$ cat src/rtl/assert_macros.svh
// assertion macros used by the top level of the charge permission block
// depends on a clock named clk and an active low reset named rst_n in scope
`ifndef ASSERT_MACROS_SVH
`define ASSERT_MACROS_SVH

// same-cycle implication, disabled during reset
`define BCP_ASSERT_NOW(label, ante, cons) \
    label: assert property (@(posedge clk) disable iff (!rst_n) (ante) |-> (cons)) \
        else $error("charge permission assertion failed");

// next-cycle implication, disabled during reset
`define BCP_ASSERT_NEXT(label, ante, cons) \
    label: assert property (@(posedge clk) disable iff (!rst_n) (ante) |=> (cons)) \
        else $error("charge permission assertion failed");

`endif

$ cat src/rtl/bcp_pkg.sv
// types, codes and helpers of the battery charge permission block
// no dependencies; used by the interfaces, the controller and the top level
`default_nettype none

package bcp_pkg;

    // controller states
    localparam logic [2:0] ST_WAIT         = 3'd0;
    localparam logic [2:0] ST_CHARGING     = 3'd1;
    localparam logic [2:0] ST_PROBE_OFF    = 3'd2;
    localparam logic [2:0] ST_PROBE_SAMPLE = 3'd3;
    localparam logic [2:0] ST_FULL_HOLD    = 3'd4;
    localparam logic [2:0] ST_FAULT_HOLD   = 3'd5;

    // charger presence
    localparam logic [1:0] PR_UNKNOWN = 2'd0;
    localparam logic [1:0] PR_PRESENT = 2'd1;
    localparam logic [1:0] PR_ABSENT  = 2'd2;

    // close reasons
    localparam logic [2:0] RS_NONE         = 3'd0;
    localparam logic [2:0] RS_NO_CHARGER   = 3'd1;
    localparam logic [2:0] RS_DATA_INVALID = 3'd2;
    localparam logic [2:0] RS_PROTECTION   = 3'd3;
    localparam logic [2:0] RS_PROBE        = 3'd4;
    localparam logic [2:0] RS_FULL         = 3'd5;

    // pack modes
    localparam logic [1:0] MD_STARTUP = 2'd0;
    localparam logic [1:0] MD_IDLE    = 2'd1;
    localparam logic [1:0] MD_DSG     = 2'd2;
    localparam logic [1:0] MD_CHG     = 2'd3;

    // cell plausibility limits in mV
    localparam logic [15:0] CELL_MIN_VALID_MV = 16'd1000;
    localparam logic [15:0] CELL_MAX_VALID_MV = 16'd5000;

    // configuration register indexes
    localparam int unsigned CFG_IDX_W = 3;
    localparam logic [CFG_IDX_W-1:0] CFG_CHARGE_EVIDENCE  = 3'd0;
    localparam logic [CFG_IDX_W-1:0] CFG_FULL_PACK        = 3'd1;
    localparam logic [CFG_IDX_W-1:0] CFG_FULL_CELL        = 3'd2;
    localparam logic [CFG_IDX_W-1:0] CFG_RECHARGE_PACK    = 3'd3;
    localparam logic [CFG_IDX_W-1:0] CFG_RECHARGE_CELL    = 3'd4;
    localparam logic [CFG_IDX_W-1:0] CFG_PRESENT_CONFIRM  = 3'd5;
    localparam logic [CFG_IDX_W-1:0] CFG_NO_CURRENT       = 3'd6;
    localparam logic [CFG_IDX_W-1:0] CFG_RECHARGE_CONFIRM = 3'd7;

    typedef struct packed {
        logic        charger_detect;
        logic        load_detect;
        logic        prot_permit;
        logic [12:0] fault_flags;
        logic [15:0] cell_min_mv;
        logic [15:0] cell_max_mv;
        logic [15:0] pack_voltage;
        logic [15:0] charge_current;
        logic [5:0]  series_count;
    } req_t;

    typedef struct packed {
        logic       charge_mos_on;
        logic       charge_demand;
        logic       discharge_force_off;
        logic [2:0] controller_state;
        logic [1:0] charger_presence;
        logic [2:0] stop_cause;
        logic [1:0] pack_mode;
        logic       detect_low_seen;
    } rsp_t;

    typedef struct packed {
        logic [15:0] charge_evidence_current;
        logic [15:0] full_pack_voltage;
        logic [15:0] full_cell_mv;
        logic [15:0] recharge_pack_voltage;
        logic [15:0] recharge_cell_mv;
        logic [15:0] present_confirm_ticks;
        logic [15:0] no_current_ticks;
        logic [15:0] recharge_confirm_ticks;
    } cfg_t;

    // controller state carried between ticks
    typedef struct packed {
        logic [2:0]  st;
        logic [1:0]  presence;
        logic [2:0]  reason;
        logic [15:0] low_cnt;
        logic [15:0] high_cnt;
        logic [15:0] idle_cnt;
        logic [15:0] rech_cnt;
        logic        det_sampled;
    } ctrl_t;

    // saturating increment, stops at the limit
    function automatic logic [15:0] sat_inc(input logic [15:0] v, input logic [15:0] lim);
        return (v < lim) ? v + 16'd1 : v;
    endfunction

endpackage

`default_nettype wire

$ cat src/rtl/bcp_if.sv
// request and response channel interfaces with valid/ready handshake
// depends on bcp_pkg for the payload types
`default_nettype none

interface bcp_req_if;
    import bcp_pkg::*;

    logic valid;
    logic ready;
    req_t payload;

    modport source (output valid, output payload, input ready);
    modport sink (input valid, input payload, output ready);
endinterface

interface bcp_rsp_if;
    import bcp_pkg::*;

    logic valid;
    logic ready;
    rsp_t payload;

    modport source (output valid, output payload, input ready);
    modport sink (input valid, input payload, output ready);
endinterface

`default_nettype wire

$ cat src/rtl/bcp_ctrl.sv
// next-state logic of the six-state charge controller and its counters
// depends on bcp_pkg
`default_nettype none

module bcp_ctrl #(
    parameter int unsigned ABSENT_CONFIRM_TICKS = 10,
    parameter int unsigned PROBE_SETTLE_TICKS   = 10,
    parameter int unsigned TARGET_SERIES        = 16
) (
    input  bcp_pkg::ctrl_t cur,
    input  bcp_pkg::cfg_t  cfg,
    input  bcp_pkg::req_t  item,
    output bcp_pkg::ctrl_t nxt,
    output logic           req
);
    import bcp_pkg::*;

    localparam logic [15:0] ABSENT_LIM = 16'(ABSENT_CONFIRM_TICKS);
    localparam logic [15:0] SETTLE_LIM = 16'(PROBE_SETTLE_TICKS);
    localparam logic [5:0]  SERIES     = 6'(TARGET_SERIES);

    typedef struct packed {
        logic [1:0]  presence;
        logic [15:0] low_cnt;
        logic [15:0] high_cnt;
    } pres_upd_t;

    // debounce of the charger detect pin
    function automatic pres_upd_t upd_presence(input logic det, input logic [1:0] pr,
                                               input logic [15:0] lo, input logic [15:0] hi,
                                               input logic [15:0] lim);
        pres_upd_t r;
        r.presence = pr;
        if (det)
        begin
            if (pr == PR_ABSENT)
                r.presence = PR_UNKNOWN;
            r.low_cnt  = sat_inc(lo, lim);
            r.high_cnt = 16'd0;
            if (r.low_cnt >= lim)
                r.presence = PR_PRESENT;
        end
        else
        begin
            if (pr == PR_PRESENT)
                r.presence = PR_UNKNOWN;
            r.high_cnt = sat_inc(hi, ABSENT_LIM);
            r.low_cnt  = 16'd0;
            if (r.high_cnt >= ABSENT_LIM)
                r.presence = PR_ABSENT;
        end
        return r;
    endfunction

    logic      data_bad;
    logic      prot_block;
    logic      full_zone;
    logic      rech_zone;
    pres_upd_t pu;

    assign data_bad = (item.series_count != SERIES)
                   || (item.cell_min_mv < CELL_MIN_VALID_MV)
                   || (item.cell_max_mv > CELL_MAX_VALID_MV)
                   || (item.cell_max_mv < item.cell_min_mv)
                   || (item.pack_voltage == 16'd0);
    assign prot_block = !item.prot_permit || (|item.fault_flags);
    assign full_zone = (item.pack_voltage >= cfg.full_pack_voltage)
                    && (item.cell_max_mv >= cfg.full_cell_mv);
    assign rech_zone = (item.pack_voltage <= cfg.recharge_pack_voltage)
                    && (item.cell_max_mv <= cfg.recharge_cell_mv);
    assign pu = upd_presence(item.charger_detect, cur.presence, cur.low_cnt, cur.high_cnt,
                             cfg.present_confirm_ticks);

    always_comb
    begin
        nxt = cur;
        req = 1'b0;
        if (data_bad || prot_block)
        begin
            nxt.st       = ST_FAULT_HOLD;
            nxt.presence = PR_UNKNOWN;
            nxt.reason   = data_bad ? RS_DATA_INVALID : RS_PROTECTION;
            nxt.low_cnt  = 16'd0;
            nxt.high_cnt = 16'd0;
            nxt.idle_cnt = 16'd0;
            nxt.rech_cnt = 16'd0;
        end
        else
        begin
            case (cur.st)
                ST_WAIT:
                begin
                    nxt.reason      = RS_NO_CHARGER;
                    nxt.det_sampled = item.charger_detect;
                    nxt.presence    = pu.presence;
                    nxt.low_cnt     = pu.low_cnt;
                    nxt.high_cnt    = pu.high_cnt;
                    if (pu.presence == PR_PRESENT)
                    begin
                        nxt.st       = ST_CHARGING;
                        nxt.reason   = RS_NONE;
                        nxt.idle_cnt = 16'd0;
                        req          = 1'b1;
                    end
                end
                ST_CHARGING:
                begin
                    nxt.presence = PR_UNKNOWN;
                    nxt.low_cnt  = 16'd0;
                    nxt.high_cnt = 16'd0;
                    nxt.reason   = RS_NONE;
                    req          = 1'b1;
                    if (item.charge_current >= cfg.charge_evidence_current)
                        nxt.idle_cnt = 16'd0;
                    else
                    begin
                        nxt.idle_cnt = sat_inc(cur.idle_cnt, cfg.no_current_ticks);
                        if (nxt.idle_cnt >= cfg.no_current_ticks)
                        begin
                            nxt.st       = ST_PROBE_OFF;
                            nxt.reason   = RS_PROBE;
                            nxt.idle_cnt = 16'd0;
                            req          = 1'b0;
                        end
                    end
                end
                ST_PROBE_OFF:
                begin
                    nxt.reason   = RS_PROBE;
                    nxt.high_cnt = sat_inc(cur.high_cnt, SETTLE_LIM);
                    if (nxt.high_cnt >= SETTLE_LIM)
                    begin
                        nxt.st       = ST_PROBE_SAMPLE;
                        nxt.low_cnt  = 16'd0;
                        nxt.high_cnt = 16'd0;
                    end
                end
                ST_PROBE_SAMPLE:
                begin
                    nxt.reason      = RS_PROBE;
                    nxt.det_sampled = item.charger_detect;
                    nxt.presence    = pu.presence;
                    nxt.low_cnt     = pu.low_cnt;
                    nxt.high_cnt    = pu.high_cnt;
                    if (full_zone)
                    begin
                        nxt.st       = ST_FULL_HOLD;
                        nxt.presence = PR_UNKNOWN;
                        nxt.reason   = RS_FULL;
                        nxt.low_cnt  = 16'd0;
                        nxt.high_cnt = 16'd0;
                        nxt.rech_cnt = 16'd0;
                    end
                    else if (pu.presence == PR_ABSENT)
                    begin
                        nxt.st     = ST_WAIT;
                        nxt.reason = RS_NO_CHARGER;
                    end
                end
                ST_FULL_HOLD:
                begin
                    nxt.reason      = RS_FULL;
                    nxt.det_sampled = item.charger_detect;
                    nxt.presence    = pu.presence;
                    nxt.low_cnt     = pu.low_cnt;
                    nxt.high_cnt    = pu.high_cnt;
                    if (rech_zone && pu.presence == PR_PRESENT)
                    begin
                        nxt.rech_cnt = sat_inc(cur.rech_cnt, cfg.recharge_confirm_ticks);
                        if (nxt.rech_cnt >= cfg.recharge_confirm_ticks)
                        begin
                            nxt.st       = ST_CHARGING;
                            nxt.reason   = RS_NONE;
                            nxt.rech_cnt = 16'd0;
                            req          = 1'b1;
                        end
                    end
                    else
                        nxt.rech_cnt = 16'd0;
                end
                default:
                begin
                    // fault hold and unused codes: restart from wait
                    nxt.st       = ST_WAIT;
                    nxt.presence = PR_UNKNOWN;
                    nxt.reason   = RS_NO_CHARGER;
                    nxt.low_cnt  = 16'd0;
                    nxt.high_cnt = 16'd0;
                    nxt.idle_cnt = 16'd0;
                    nxt.rech_cnt = 16'd0;
                end
            endcase
        end
    end

endmodule

`default_nettype wire

$ cat src/rtl/battery_charge_permission_fsm_top.sv
// top level of the battery charge permission block: channels, config, pack mode
// depends on bcp_pkg, bcp_if, bcp_ctrl and assert_macros.svh
`default_nettype none

// One request is one control tick: charger and load detect pins, upstream
// charge permission, fault bits and pack measurements. The block answers each
// request with exactly one response carrying the charge MOS drive, the charge
// request, the discharge force-off, the controller state, the debounced charger
// presence, the close reason, the pack mode and the last sampled detect bit.
// Throughput is one request per clock while responses are taken. The accepting
// edge loads the input register; the controller update then runs on it and its
// result is loaded into the response register, which raises response valid.
// Requests keep flowing while a response waits, and a stalled response stalls
// the input register only when both are full. Thresholds are written through
// the cfg port (index 0..7 in register order); the user must write them only
// while no request is in flight, which the block does not enforce. Reset loads
// their default values. Invalid measurements or any fault force fault hold; the
// first clean tick after that returns the controller to waiting for a charger.

module battery_charge_permission_fsm_top #(
    parameter int unsigned ABSENT_CONFIRM_TICKS = 10,
    parameter int unsigned PROBE_SETTLE_TICKS   = 10,
    parameter int unsigned TARGET_SERIES        = 16
) (
    input  wire logic                          clk,
    input  wire logic                          rst_n,
    input  wire logic                          cfg_we,
    input  wire logic [bcp_pkg::CFG_IDX_W-1:0] cfg_index,
    input  wire logic [15:0]                   cfg_data,
    bcp_req_if.sink                            in_ch,
    bcp_rsp_if.source                          out_ch
);
    import bcp_pkg::*;

`include "assert_macros.svh"

    // configuration registers
    cfg_t cfg_reg;

    // pipeline registers
    logic  in_vld_reg;
    req_t  in_data_reg;
    logic  out_vld_reg;
    rsp_t  out_data_reg;

    // controller and pack-mode state
    ctrl_t      ctrl_reg;
    ctrl_t      ctrl_next;
    logic [1:0] mode_reg;
    logic [1:0] mode_next;

    logic advance;
    logic fire;
    logic req;
    logic force_off;
    logic load;
    logic chg;

    // response register frees when empty or being taken
    assign advance      = !out_vld_reg || out_ch.ready;
    assign fire         = in_vld_reg && advance;
    assign in_ch.ready  = !in_vld_reg || advance;
    assign out_ch.valid   = out_vld_reg;
    assign out_ch.payload = out_data_reg;

    assign load = in_data_reg.load_detect;
    assign chg  = in_data_reg.charger_detect;

    // controller next state from the registered request
    bcp_ctrl #(
        .ABSENT_CONFIRM_TICKS(ABSENT_CONFIRM_TICKS),
        .PROBE_SETTLE_TICKS  (PROBE_SETTLE_TICKS),
        .TARGET_SERIES       (TARGET_SERIES)
    ) u_ctrl (
        .cur (ctrl_reg),
        .cfg (cfg_reg),
        .item(in_data_reg),
        .nxt (ctrl_next),
        .req (req)
    );

    // pack-mode machine: pin-driven transitions first, then controller result
    always_comb
    begin
        force_off = 1'b0;
        mode_next = mode_reg;
        case (mode_reg)
            MD_STARTUP, MD_IDLE:
            begin
                force_off = 1'b1;
                if (load)
                    mode_next = MD_DSG;
                if (chg)
                    mode_next = MD_CHG;
            end
            MD_DSG:
            begin
                if (!load)
                    mode_next = MD_IDLE;
                if (chg)
                    mode_next = MD_CHG;
            end
            default:
            begin
                // charging mode: no load means discharge stays off
                if (!load)
                    force_off = 1'b1;
            end
        endcase
        if (req)
            mode_next = MD_CHG;
        else if (mode_next == MD_CHG && ctrl_next.st == ST_WAIT
                 && ctrl_next.presence == PR_ABSENT)
            mode_next = load ? MD_DSG : MD_IDLE;
    end

    // configuration writes
    always_ff @(posedge clk or negedge rst_n)
    begin
        if (!rst_n)
        begin
            cfg_reg.charge_evidence_current <= 16'd10;
            cfg_reg.full_pack_voltage       <= 16'd5840;
            cfg_reg.full_cell_mv            <= 16'd3650;
            cfg_reg.recharge_pack_voltage   <= 16'd5440;
            cfg_reg.recharge_cell_mv        <= 16'd3400;
            cfg_reg.present_confirm_ticks   <= 16'd10;
            cfg_reg.no_current_ticks        <= 16'd500;
            cfg_reg.recharge_confirm_ticks  <= 16'd100;
        end
        else if (cfg_we)
        begin
            case (cfg_index)
                CFG_CHARGE_EVIDENCE:  cfg_reg.charge_evidence_current <= cfg_data;
                CFG_FULL_PACK:        cfg_reg.full_pack_voltage       <= cfg_data;
                CFG_FULL_CELL:        cfg_reg.full_cell_mv            <= cfg_data;
                CFG_RECHARGE_PACK:    cfg_reg.recharge_pack_voltage   <= cfg_data;
                CFG_RECHARGE_CELL:    cfg_reg.recharge_cell_mv        <= cfg_data;
                CFG_PRESENT_CONFIRM:  cfg_reg.present_confirm_ticks   <= cfg_data;
                CFG_NO_CURRENT:       cfg_reg.no_current_ticks        <= cfg_data;
                CFG_RECHARGE_CONFIRM: cfg_reg.recharge_confirm_ticks  <= cfg_data;
                default:              ;
            endcase
        end
    end

    // valid bits and controller state
    always_ff @(posedge clk or negedge rst_n)
    begin
        if (!rst_n)
        begin
            in_vld_reg           <= 1'b0;
            out_vld_reg          <= 1'b0;
            ctrl_reg.st          <= ST_WAIT;
            ctrl_reg.presence    <= PR_UNKNOWN;
            ctrl_reg.reason      <= RS_NO_CHARGER;
            ctrl_reg.low_cnt     <= 16'd0;
            ctrl_reg.high_cnt    <= 16'd0;
            ctrl_reg.idle_cnt    <= 16'd0;
            ctrl_reg.rech_cnt    <= 16'd0;
            ctrl_reg.det_sampled <= 1'b0;
            mode_reg             <= MD_STARTUP;
        end
        else
        begin
            if (in_ch.ready)
                in_vld_reg <= in_ch.valid;
            if (advance)
                out_vld_reg <= in_vld_reg;
            if (fire)
            begin
                ctrl_reg <= ctrl_next;
                mode_reg <= mode_next;
            end
        end
    end

    // payload registers
    always_ff @(posedge clk)
    begin
        if (in_ch.valid && in_ch.ready)
            in_data_reg <= in_ch.payload;
        if (fire)
        begin
            out_data_reg.charge_mos_on       <= in_data_reg.prot_permit & req;
            out_data_reg.charge_demand       <= req;
            out_data_reg.discharge_force_off <= force_off;
            out_data_reg.controller_state    <= ctrl_next.st;
            out_data_reg.charger_presence    <= ctrl_next.presence;
            out_data_reg.stop_cause          <= ctrl_next.reason;
            out_data_reg.pack_mode           <= mode_next;
            out_data_reg.detect_low_seen     <= ctrl_next.det_sampled;
        end
    end

    // a charge request always leaves the pack in charging mode
    `BCP_ASSERT_NEXT(a_req_sets_chg_mode, fire && req, mode_reg == MD_CHG)
    // a response only appears after a registered request moved forward
    `BCP_ASSERT_NOW(a_rsp_from_req, $rose(out_vld_reg), $past(in_vld_reg))
    // fault hold keeps every counter cleared
    `BCP_ASSERT_NOW(a_fault_clears_cnt, ctrl_reg.st == ST_FAULT_HOLD,
        ctrl_reg.low_cnt == 16'd0 && ctrl_reg.high_cnt == 16'd0
        && ctrl_reg.idle_cnt == 16'd0 && ctrl_reg.rech_cnt == 16'd0)
    // charging never carries a close reason
    `BCP_ASSERT_NOW(a_chg_no_reason, ctrl_reg.st == ST_CHARGING, ctrl_reg.reason == RS_NONE)

endmodule

`default_nettype wire

$ cat src/flat_wrapper.sv
// flat-port wrapper written by rule: the top's interface ports become plain ports
module battery_charge_permission_fsm_top_flat import bcp_pkg::*;
#(
    parameter int unsigned ABSENT_CONFIRM_TICKS = 10,
    parameter int unsigned PROBE_SETTLE_TICKS   = 10,
    parameter int unsigned TARGET_SERIES        = 16
)
  (clk, rst_n, cfg_we, cfg_index, cfg_data, in_ch_valid, in_ch_payload, in_ch_ready, out_ch_valid, out_ch_payload, out_ch_ready);
  bcp_req_if in_ch_i ();
  bcp_rsp_if out_ch_i ();
  input  wire logic clk;
  input  wire logic rst_n;
  input  wire logic cfg_we;
  input  wire logic [bcp_pkg::CFG_IDX_W-1:0] cfg_index;
  input  wire logic [15:0] cfg_data;
  input wire logic [$bits(in_ch_i.valid)-1:0] in_ch_valid;
  input wire logic [$bits(in_ch_i.payload)-1:0] in_ch_payload;
  output wire logic [$bits(in_ch_i.ready)-1:0] in_ch_ready;
  output wire logic [$bits(out_ch_i.valid)-1:0] out_ch_valid;
  output wire logic [$bits(out_ch_i.payload)-1:0] out_ch_payload;
  input wire logic [$bits(out_ch_i.ready)-1:0] out_ch_ready;
  assign in_ch_i.valid = in_ch_valid;
  assign in_ch_i.payload = in_ch_payload;
  assign in_ch_ready = in_ch_i.ready;
  assign out_ch_valid = out_ch_i.valid;
  assign out_ch_payload = out_ch_i.payload;
  assign out_ch_i.ready = out_ch_ready;
  battery_charge_permission_fsm_top #(.ABSENT_CONFIRM_TICKS(ABSENT_CONFIRM_TICKS), .PROBE_SETTLE_TICKS(PROBE_SETTLE_TICKS), .TARGET_SERIES(TARGET_SERIES)) u_core (.clk(clk), .rst_n(rst_n), .cfg_we(cfg_we), .cfg_index(cfg_index), .cfg_data(cfg_data), .in_ch(in_ch_i), .out_ch(out_ch_i));
endmodule
$ cat config.mk
export PLATFORM = sky130hd
export DESIGN_NAME = battery_charge_permission_fsm_top_flat
export DESIGN_NICKNAME = d
export VERILOG_FILES = /design/src/rtl/bcp_pkg.sv /design/src/rtl/bcp_if.sv /design/src/rtl/bcp_ctrl.sv /design/src/rtl/battery_charge_permission_fsm_top.sv /design/src/flat_wrapper.sv
export VERILOG_INCLUDE_DIRS = /design/src /design/src/rtl
export SDC_FILE = /design/constraint.sdc
export NUM_CORES = 1
export LEC_CHECK = 0
export BUFFER_PORTS_ARGS = -buffer_cell sky130_fd_sc_hd__buf_2
export CELL_PAD_IN_SITES_DETAIL_PLACEMENT = 0
export CELL_PAD_IN_SITES_GLOBAL_PLACEMENT = 1
export CORE_MARGIN = 1.5
export CORE_UTILIZATION = 30
export CTS_CLUSTER_SIZE = 20
export DETAILED_ROUTE_END_ITERATION = 6
export PLACE_DENSITY_LB_ADDON = 0.05
export SYNTH_ARGS = -nofsm -noshare
export SYNTH_HDL_FRONTEND = slang
export SYNTH_SLANG_ARGS = --single-unit
$ cat constraint.sdc
create_clock -name clk -period 7 [get_ports clk]
set_input_delay 0.35 -clock clk [delete_from_list [all_inputs] [get_ports clk]]
set_output_delay 0.35 -clock clk [all_outputs]
set_load 0.03 [all_outputs]
After elaboration in Yosys (flattened, before gate mapping). Index checks and enable logic that the tools add are counted.

Eq/ne operators: 25. Bitwise gates (word level): 1. Reductions and logical operators: 40. Shift operators: 0. Div/mod/pow operators: 0. $add $sub $neg: 4. Multipliers: 0. Muxes and demuxes: 59. Order comparisons: 16.

Operator list (number): case mux 35 bit (5 select lines) (1); 2-to-1 mux 16 bit (10); greater-or-equal comparator 16 bit (6); case mux 16 bit (3 select lines) (2); 2-to-1 mux 72 bit (1); adder 16 x 1 -> 16 bit (second input constant) (4); < comparator 16 bit (4); 2-to-1 mux 32 bit (2); 2-to-1 mux 3 bit (14); 2-to-1 mux 34 bit (1); less-or-equal comparator 16 bit (2); 2-to-1 mux 2 bit (12); AND reduction 2 bit (9); greater-or-equal comparator 16 x 4 -> 1 bit (second input constant) (1); greater-than comparator 16 x 13 -> 1 bit (second input constant) (1); zero test 16 bit (1); < comparator 16 x 10 -> 1 bit (second input constant) (1); < comparator 16 x 4 -> 1 bit (second input constant) (1); equality test 3 bit (second input constant) (5); case mux 3 bit (5 select lines) (1); OR reduction 13 bit (1); equality test 3 x 2 -> 1 bit (second input constant) (4); 2-to-1 mux 1 bit (11); equality test 2 bit (second input constant) (5); 18 further kinds (45).

Logic and storage cells: 180. Bits of input ports: 110. Memory bits (read-only): 0. Register bits after elaboration: 302. Memories kept: 0. Output and inout bits: 16. RAM bits: 0. Bits in latches: 0.

Logic depth before layout (Yosys ltp). Gate-level depths: netlist of run 1.

Word-level depth: 15. Depth in mapped cells: 23.

By module. From an unflattened synthesis of run 1, not the netlist that was laid out.

Cells, all modules: 1614. Area, all modules: 18013.5 um2.

Modules (own cells, without submodules): battery_charge_permission_fsm_top (area an instance 10845.4 um2, instances 1, cells an instance 558, sequential area each 8175.3 um2); bcp_ctrl (area an instance 7168.1 um2, instances 1, cells an instance 1056, sequential area each 0.0 um2).

Worst setup path after synthesis of run 1. OpenSTA, ideal clock, no wires.

Path kind: register to register. Start: reg u_core.ctrl_reg[58] (netlist name). End: reg u_core.out_data_reg (netlist bit u_core.out_ch.payload[1]), data pin. Arrival: 4531 ps. Stages on the path, launching flop included: 21. Setup slack: 2204 ps. Buffers on the path: 1. Required time: 6735 ps. Path through: dfrtp_1 > ha_1 > a21o_1 > a21o_1 > a21o_1 > a211oi_1 > o21ai_1 > nor3b_2 > clkbuf_1 > nand3_1 > xnor2_1 > ha_1 > o2111ai_1 > a311oi_1 > o21ai_1 > a31oi_2 > nand4_1 > a221oi_2 > and3_1 > a21oi_1 > or3_1.

Longest elaborated chain between the ends: 15. Elaborated cells between the ends (all ways): 27.

Ends and longest elaborated chain: start: declaration (RTL line battery_charge_permission_fsm_top.sv:47) `ctrl_t ctrl_reg;`; start signal: assignment (RTL line battery_charge_permission_fsm_top.sv:172) `ctrl_reg <= ctrl_next;`; adder 16 x 1 -> 16 bit or < comparator 16 bit (tied branches) (RTL line bcp_pkg.sv:97) `return (v < lim) ? v + 16'd1 : v;`; 2-to-1 mux 16 bit * (RTL line bcp_pkg.sv:97); greater-or-equal comparator 16 bit * (RTL line bcp_ctrl.sv:40) `if (r.low_cnt >= lim)`; 2-to-1 mux 2 bit * (RTL line bcp_ctrl.sv:40); 2-to-1 mux 34 bit * (RTL line bcp_ctrl.sv:34) `if (det)`; equality test 2 bit or equality test 2 x 1 -> 1 bit (tied branches) (RTL line bcp_ctrl.sv:154, bcp_ctrl.sv:98, bcp_ctrl.sv:167); 2-to-1 mux 3 bit or logical AND 1 bit (tied branches) (RTL line bcp_ctrl.sv:154, bcp_ctrl.sv:167); 2-to-1 mux 3 bit, on equally long branches (RTL line bcp_ctrl.sv:145, bcp_ctrl.sv:167); case mux 3 bit (5 select lines) (RTL line bcp_ctrl.sv:90) `case (cur.st)`; 2-to-1 mux 72 bit (RTL line bcp_ctrl.sv:78) `if (data_bad || prot_block)`; zero test 3 bit (RTL line battery_charge_permission_fsm_top.sv:112) `else if (mode_next == MD_CHG && ctrl_next.st == ST_WAIT`; logical AND 1 bit (RTL line battery_charge_permission_fsm_top.sv:112); logical AND 1 bit (RTL line battery_charge_permission_fsm_top.sv:113) `&& ctrl_next.presence == PR_ABSENT)`; 2-to-1 mux 2 bit (RTL line battery_charge_permission_fsm_top.sv:112); 2-to-1 mux 2 bit * (RTL line battery_charge_permission_fsm_top.sv:110) `if (req)`; net u_core.mode_next[0] (RTL line battery_charge_permission_fsm_top.sv:50) `logic [1:0] mode_next;`; end: declaration (RTL line battery_charge_permission_fsm_top.sv:44) `rsp_t out_data_reg;`.

Mark *: on every way through the listed nets, which the timed path passes. The rest lies on a longest branch. A chain may end at the register's enable or synchronous reset.

Final worst setup path of run 1.
Start: reg u_core.ctrl_reg[26] (netlist name). End: reg u_core.ctrl_reg[29] (netlist name).

Longest elaborated chain between the ends: 7. Elaborated cells between the ends (all ways): 8.

Ends and longest elaborated chain: adder 16 x 1 -> 16 bit or < comparator 16 bit (tied branches) (RTL line bcp_pkg.sv:97); 2-to-1 mux 16 bit * (RTL line bcp_pkg.sv:97); greater-or-equal comparator 16 bit (RTL line bcp_ctrl.sv:118) `if (nxt.idle_cnt >= cfg.no_current_ticks)`; 2-to-1 mux 16 bit * (RTL line bcp_ctrl.sv:118); 2-to-1 mux 16 bit * (RTL line bcp_ctrl.sv:113) `if (item.charge_current >= cfg.charge_evidence_current)`; case mux 16 bit (3 select lines) * (RTL line bcp_ctrl.sv:90); 2-to-1 mux 72 bit * (RTL line bcp_ctrl.sv:78).

Mark *: on every way between the ends. The rest lies on a longest branch, timed or not.

==> reports/qor.txt, run 1 <==
Status - finished clean
Final setup viols - 0
Relative slew slack - 26.64%
CTS Root Cell - clkbuf_16
CP endpoint - u_core.ctrl_reg[29]
RSZ-0062 raised after global routing - false
Area share of the largest cell type after synthesis - 24.71%
Hold Fails Final Rpt - 0
Metal1 wirelength - 24,140 um
Pleak - 9.224 nW
Routability congestion estimate - 0.7981
VDD IR max - 172.2 uV
Total power - 5.062 mW
Syn Nets - 1,910
Synth area leader - dfrtp_1
Core ar. - 0.05639 sq mm
Area Overhead vs Synth - 21.70%
Async set-reset flop share out of synthesis - 66.89%
DR vias - 12,890
Top cells by area, synth - dfrtp_1 25%, edfxtp_1 18%, ha_1 14%
First-pass GRT wire length - 78,670 um
Final instance area - 0.02083 sq mm
CP Data Arrival Time - 6020 ps
Max Fanout on Critical Path - 26
TritonCTS clock tree - done
WHS - 78.86 ps
Origin of the critical flop-to-flop path - u_core.ctrl_reg[26]
Drt drc - 0
Height of the chip - 241.8 um
Crit path launch - u_core.ctrl_reg[26]
Final Util - 36.94%
Max-Cap Viols - 0
Routed wl met2 - 23,680 um
Port Buffers - 125
Sink Count - 302
Starting Density - 30.35%
Reg2reg setup slack - 1420 ps
Final slew viol count - 0
Avg Cell Area, Syn - 10.64 sq um
Vias per cell - 4.919
Fillers - 5,725
Max clock buf depth - 3
Max FFs per register - 128
Worst r2r path cells - 18
Pwr dens - 243.1 mW/mm^2
Setup crit start kind - flop
Max frequency - 179.2 MHz
Fin crit period - 5580 ps
Worst-skew pair later-pin latency - 570 ps
Reg clk slew, reported paths - 60 ps
EDFF count, synth - 100
Remaining antenna violation count - 0
Detail Placement HPWL - 35,510 um
Clock skew - 22.40 ps
# rows - 87
Met3 WL post-DR - 1598 um
Cells after synthesis - 1,608
GRT overflow - 0
Final WL - 50,300 um
Post-synth top cells - 192 x ha_1, 169 x dfrtp_1, 157 x inv_1, 132 x nand2_1, 123 x o21ai_0
Pre-antenna DRT Iters - 6
DIE AREA - 0.05849 sq mm
Die Wd - 241.8 um
FF+latch count, synth - 302
Setup TNS after final layout - 0 ps
Io pins - 126
R2r endpoint - u_core.ctrl_reg[29]
CP Class - reg2reg
H-tree Lvls - 2
Most used DFF post-synth - dfrtp_1
Initial DRC Count - 694
Worst EP required - 7440 ps
Mapped Area - 0.01711 sq mm
Ys Warns - 0
Total CTS buffers - 40
Final period util - 79.72%
Worst slew pin tran - 1095 ps
Initial antenna violation count - 3
Post-synth cell types - 78
Multi-input logic area - 0.008244 sq mm
Average wire per standard cell - 19.19 um
Layout cells sized above 1 - 17.76%
Worst hold path type - in2reg
Vias in the first global route - 13,090
GRT Util Overall - 17.42%
Register area - 0.008099 sq mm
Highest metal used - met4
Largest net degree at the start of global routing - 84
Placed inst area - 0.01868 sq mm
Seq/Total Area, Yosys - 47.32%
Final Net Count - 2,135
Most numerous cell in the Yosys netlist - ha_1
Crit. End Element - flop
layout make-up:
cell class,count,share of cell area [%]
multi-input cells,1096,39.58
flip-flops and latches,302,38.89
repair buffers,234,8.032
clock buffers,51,5.148
well taps,756,4.542
inverters,159,2.878
clock inverters,22,0.9191
diodes,1,0.01201
report_power, final:
group	total, mW	switching [mW]	internal, mW
registers	2.16	0.0968	2.06
clock network	2.01	0.818	1.19
logic	0.893	0.521	0.372
metrics by stage:
step / std cells / setup slack [ps]
global placement: 2459 / 1267
CTS: 2620 / 1312
global route: 2620 / 1141
floorplan: 1608 / 2204
detailed placement: 2459 / 1326
finish: 2621 / 1420
metal layers:
layer,track usage (%),vias up
li1,-,6359
met5,0,-
met2,28.80,205
met1,24.06,6267
met3,2.342,61
met4,4.191,0
worst min path at each step:
stage                                endpoint  cells past startpoint          startpoint
after floorplan             u_core.cfg_reg[0]                      0               rst_n
after global placement     u_core.ctrl_reg[0]                      2  u_core.ctrl_reg[0]
after detailed placement   u_core.ctrl_reg[0]                      2  u_core.ctrl_reg[0]
after CTS                 u_core.out_ch.valid                      3        out_ch_ready
after global routing      u_core.out_ch.valid                      3        out_ch_ready
final                     u_core.out_ch.valid                      3        out_ch_ready
cells in the final DEF, fill, tap and decap left out, drive strengths merged, types with 25 or more instances in the layout:
master	instances
a21oi	60
ha	192
clkbuf	52
nand4	34
a21o	28
o21ai	150
nand2	132
buf	145
xnor2	39
a31oi	25
o31ai	33
nor2	40
dlygate4sd3	88
dfrtp	169
dfstp	33
inv	160
edfxtp	100
mux2	72
nand3	52
timing repair:
action	CTS	global route
resized for setup	0	0
endpoints found under the hold margin	145	0
hold buffers	88	0
setup buffers	0	0
setup endpoints to repair	0	0
logic make-up after synthesis:
| group | Yosys count | synth area share (%) |
|---|---|---|
| buf+inv | 210 | 4.672 |
| flops | 302 | 47.32 |
| fa+ha+maj | 192 | 14.04 |
| mux | 75 | 4.913 |
| simple gates | 388 | 11.68 |
| compound gates | 397 | 15.12 |
| xor+xnor | 44 | 2.252 |
worst max-delay path, cell delays in order, from the launching register on:
cell	delay, ps
dfrtp_1	420
ha_1	330
a21o_1	180
a21o_1	160
a21oi_1	170
o21ai_0	130
nor2_1	180
buf_4	320
mux2i_1	410
inv_1	90
ha_1	270
a2111oi_0	670
a2111oi_0	170
nor3_1	480
buf_4	220
and4_1	180
nand3_1	190
or2_1	530
o41ai_1	350
Power figures use the tool's default switching activity.
==> run 2: changes to the inputs <==
==> constraint.sdc (replaced) <==
create_clock -name clk -period 5.25 [get_ports clk]
set_input_delay 0.2625 -clock clk [delete_from_list [all_inputs] [get_ports clk]]
set_output_delay 0.2625 -clock clk [all_outputs]
set_load 0.03 [all_outputs]
==> run 2 against run 1 <==
Cell area up 1.4%. Global-route usage about the same. Via count up 0.33%. Routed wire length up 0.23%.
==> reports/qor.txt, run 2 (synthesis gave the netlist of run 1 again) <==
Status - finished clean
Die Wd - 241.8 um
Port Buffers - 125
Worst-skew pair later-pin latency - 560 ps
Total power - 6.613 mW
Worst hold path type - in2reg
Core ar. - 0.05639 sq mm
HP Start - cfg_data[7]
Pleak - 9.404 nW
Final slew viol count - 0
Average wire per standard cell - 19.00 um
Detail Placement HPWL - 35,930 um
Max clock buf depth - 3
Vias in the first global route - 13,510
Starting Density - 30.35%
Total CTS buffers - 39
Setup crit start kind - flop
Origin of the critical flop-to-flop path - u_core.cfg_reg[33]
Most common cell after layout, fill and taps aside - ha_1
Max frequency - 203.5 MHz
CP Class - reg2reg
Worst slew pin tran - 1083 ps
Remaining antenna violation count - 0
Layout cells sized above 1 - 19.73%
Fin crit period - 4915 ps
# rows - 87
DR vias - 12,930
Initial DRC Count - 504
GRT Util Overall - 17.39%
Final instance area - 0.02111 sq mm
Height of the chip - 241.8 um
Max Fanout on Critical Path - 5
GRT overflow - 0
Worst EP required - 5550 ps
Max-Cap Viols - 0
R2r endpoint - u_core.out_ch.payload[2]
First-pass GRT wire length - 78,780 um
Pwr dens - 313.2 mW/mm^2
Final setup viols - 0
WHS Path Cells - 3
Area Overhead vs Synth - 23.37%
Reg2reg setup slack - 340 ps
VDD IR max - 199.7 uV
H-tree Lvls - 2
Io pins - 126
CP Data Arrival Time - 5210 ps
Placed inst area - 0.01892 sq mm
Clock skew - 20.74 ps
Drt drc - 0
Worst r2r path cells - 19
Commonest non-fill, non-tap cells in the layout - 192 x ha_1, 169 x dfrtp_1, 157 x inv_1
Largest net degree at the start of global routing - 91
Final Net Count - 2,168
Final WL - 50,410 um
Hold Fails Final Rpt - 0
CTS Root Cell - clkbuf_16
Sink Count - 302
Initial antenna violation count - 5
DIE AREA - 0.05849 sq mm
Vias per cell - 4.875
Routability congestion estimate - 0.8335
TritonCTS clock tree - done
Pre-antenna DRT Iters - 4
Relative slew slack - 25.90%
Crit. End Element - flop
Hold path endpoint - u_core.cfg_reg[103]
Final period util - 93.61%
Reg clk slew, reported paths - 60 ps
Max FFs per register - 128
==> run 2: cell count changes in the layout (fill, tap and decap cells not counted), moves of 2 or more <==
cell        previous run  this run
buf_4                 21        52
clkinv_1               9         6
a2111oi_0              7         5
a2111oi_1              0         2
bufinv_16              3         1
clkbuf_1               8         6
clkinv_2               7         9
clkinvlp_4             1         3
nor3_1                14        12
nor3_4                 1         3
o21ai_0              123       121
o21ai_2                1         3
xnor2_1               39        37
xnor2_2                0         2
==> run 2: worst max-delay path, cell delays in order (launching register included) <==
cell	delay [ps]
dfstp_2	520
inv_1	50
ha_1	260
a21o_1	160
a21oi_1	140
o21ai_1	90
o41a_1	410
nor3b_4	280
nand3_1	160
xnor2_1	180
ha_1	330
o2111ai_1	120
a311oi_1	350
o21ai_1	160
a31oi_4	260
nand4_1	180
a221oi_2	350
and3_1	230
a21oi_1	100
or3_1	320
==> run 2: stage by stage <==
step                setup TNS, ps  setup WS [ps]  util (%)  hold WS, ps  instances
floorplan                       0          453.7         -       -33.09       1608
global placement                0          78.77     33.55        414.4       2489
detailed placement              0          96.17     33.55        407.5       2489
CTS                             0          45.55     37.27        73.47       2649
global route               -14.45         -7.618     37.44        104.3       2652
finish                          0          335.3     37.44        85.28       2653
==> run 2: metal layers <==
layer	share of wire, %	track usage (%)	vias up
li1	-	-	6424
met1	46	22.78	6242
met2	49	30.16	209
met3	3.2	2.408	59
met4	1.8	4.228	0
met5	0	0	-
==> run 2: final cells by class <==
class | instances | area (sq um)
timing repair buffer | 268 | 1947
sequential | 302 | 8099
clock inverter | 22 | 155.1
multi-input combinational | 1096 | 8310
inverter | 159 | 599.3
clock buffer | 49 | 1054
fill | 5670 | 35270
antenna | 1 | 2.502
tap | 756 | 945.9
==> run 2: report_power, final <==
group / switching (mW) / internal [mW]
Sequential: 0.130 / 2.75
Clock: 1.07 / 1.48
Combinational: 0.686 / 0.497
Total: 1.89 / 4.72
==> run 2: worst max-delay path by stage <==
stage | from | endpoint | cells past startpoint
3_3_place_gp | u_core.cfg_reg[33] | u_core.out_ch.payload[13] | 20
4_1_cts | u_core.cfg_reg[33] | u_core.out_ch.payload[13] | 20
6_report | u_core.cfg_reg[33] | u_core.out_ch.payload[2] | 19
3_5_place_dp | u_core.cfg_reg[33] | u_core.out_ch.payload[13] | 20
5_1_grt | u_core.cfg_reg[41] | u_core.out_ch.payload[1] | 21
2_1_floorplan | u_core.ctrl_reg[58] | u_core.out_ch.payload[1] | 20
==> run 2: timing repair <==
action,4_1_cts,5_1_grt
hold buffers,89,0
endpoints found under the setup margin,0,30
gates resized for setup,0,16
endpoints found under the hold margin,156,0
buffers inserted,0,3
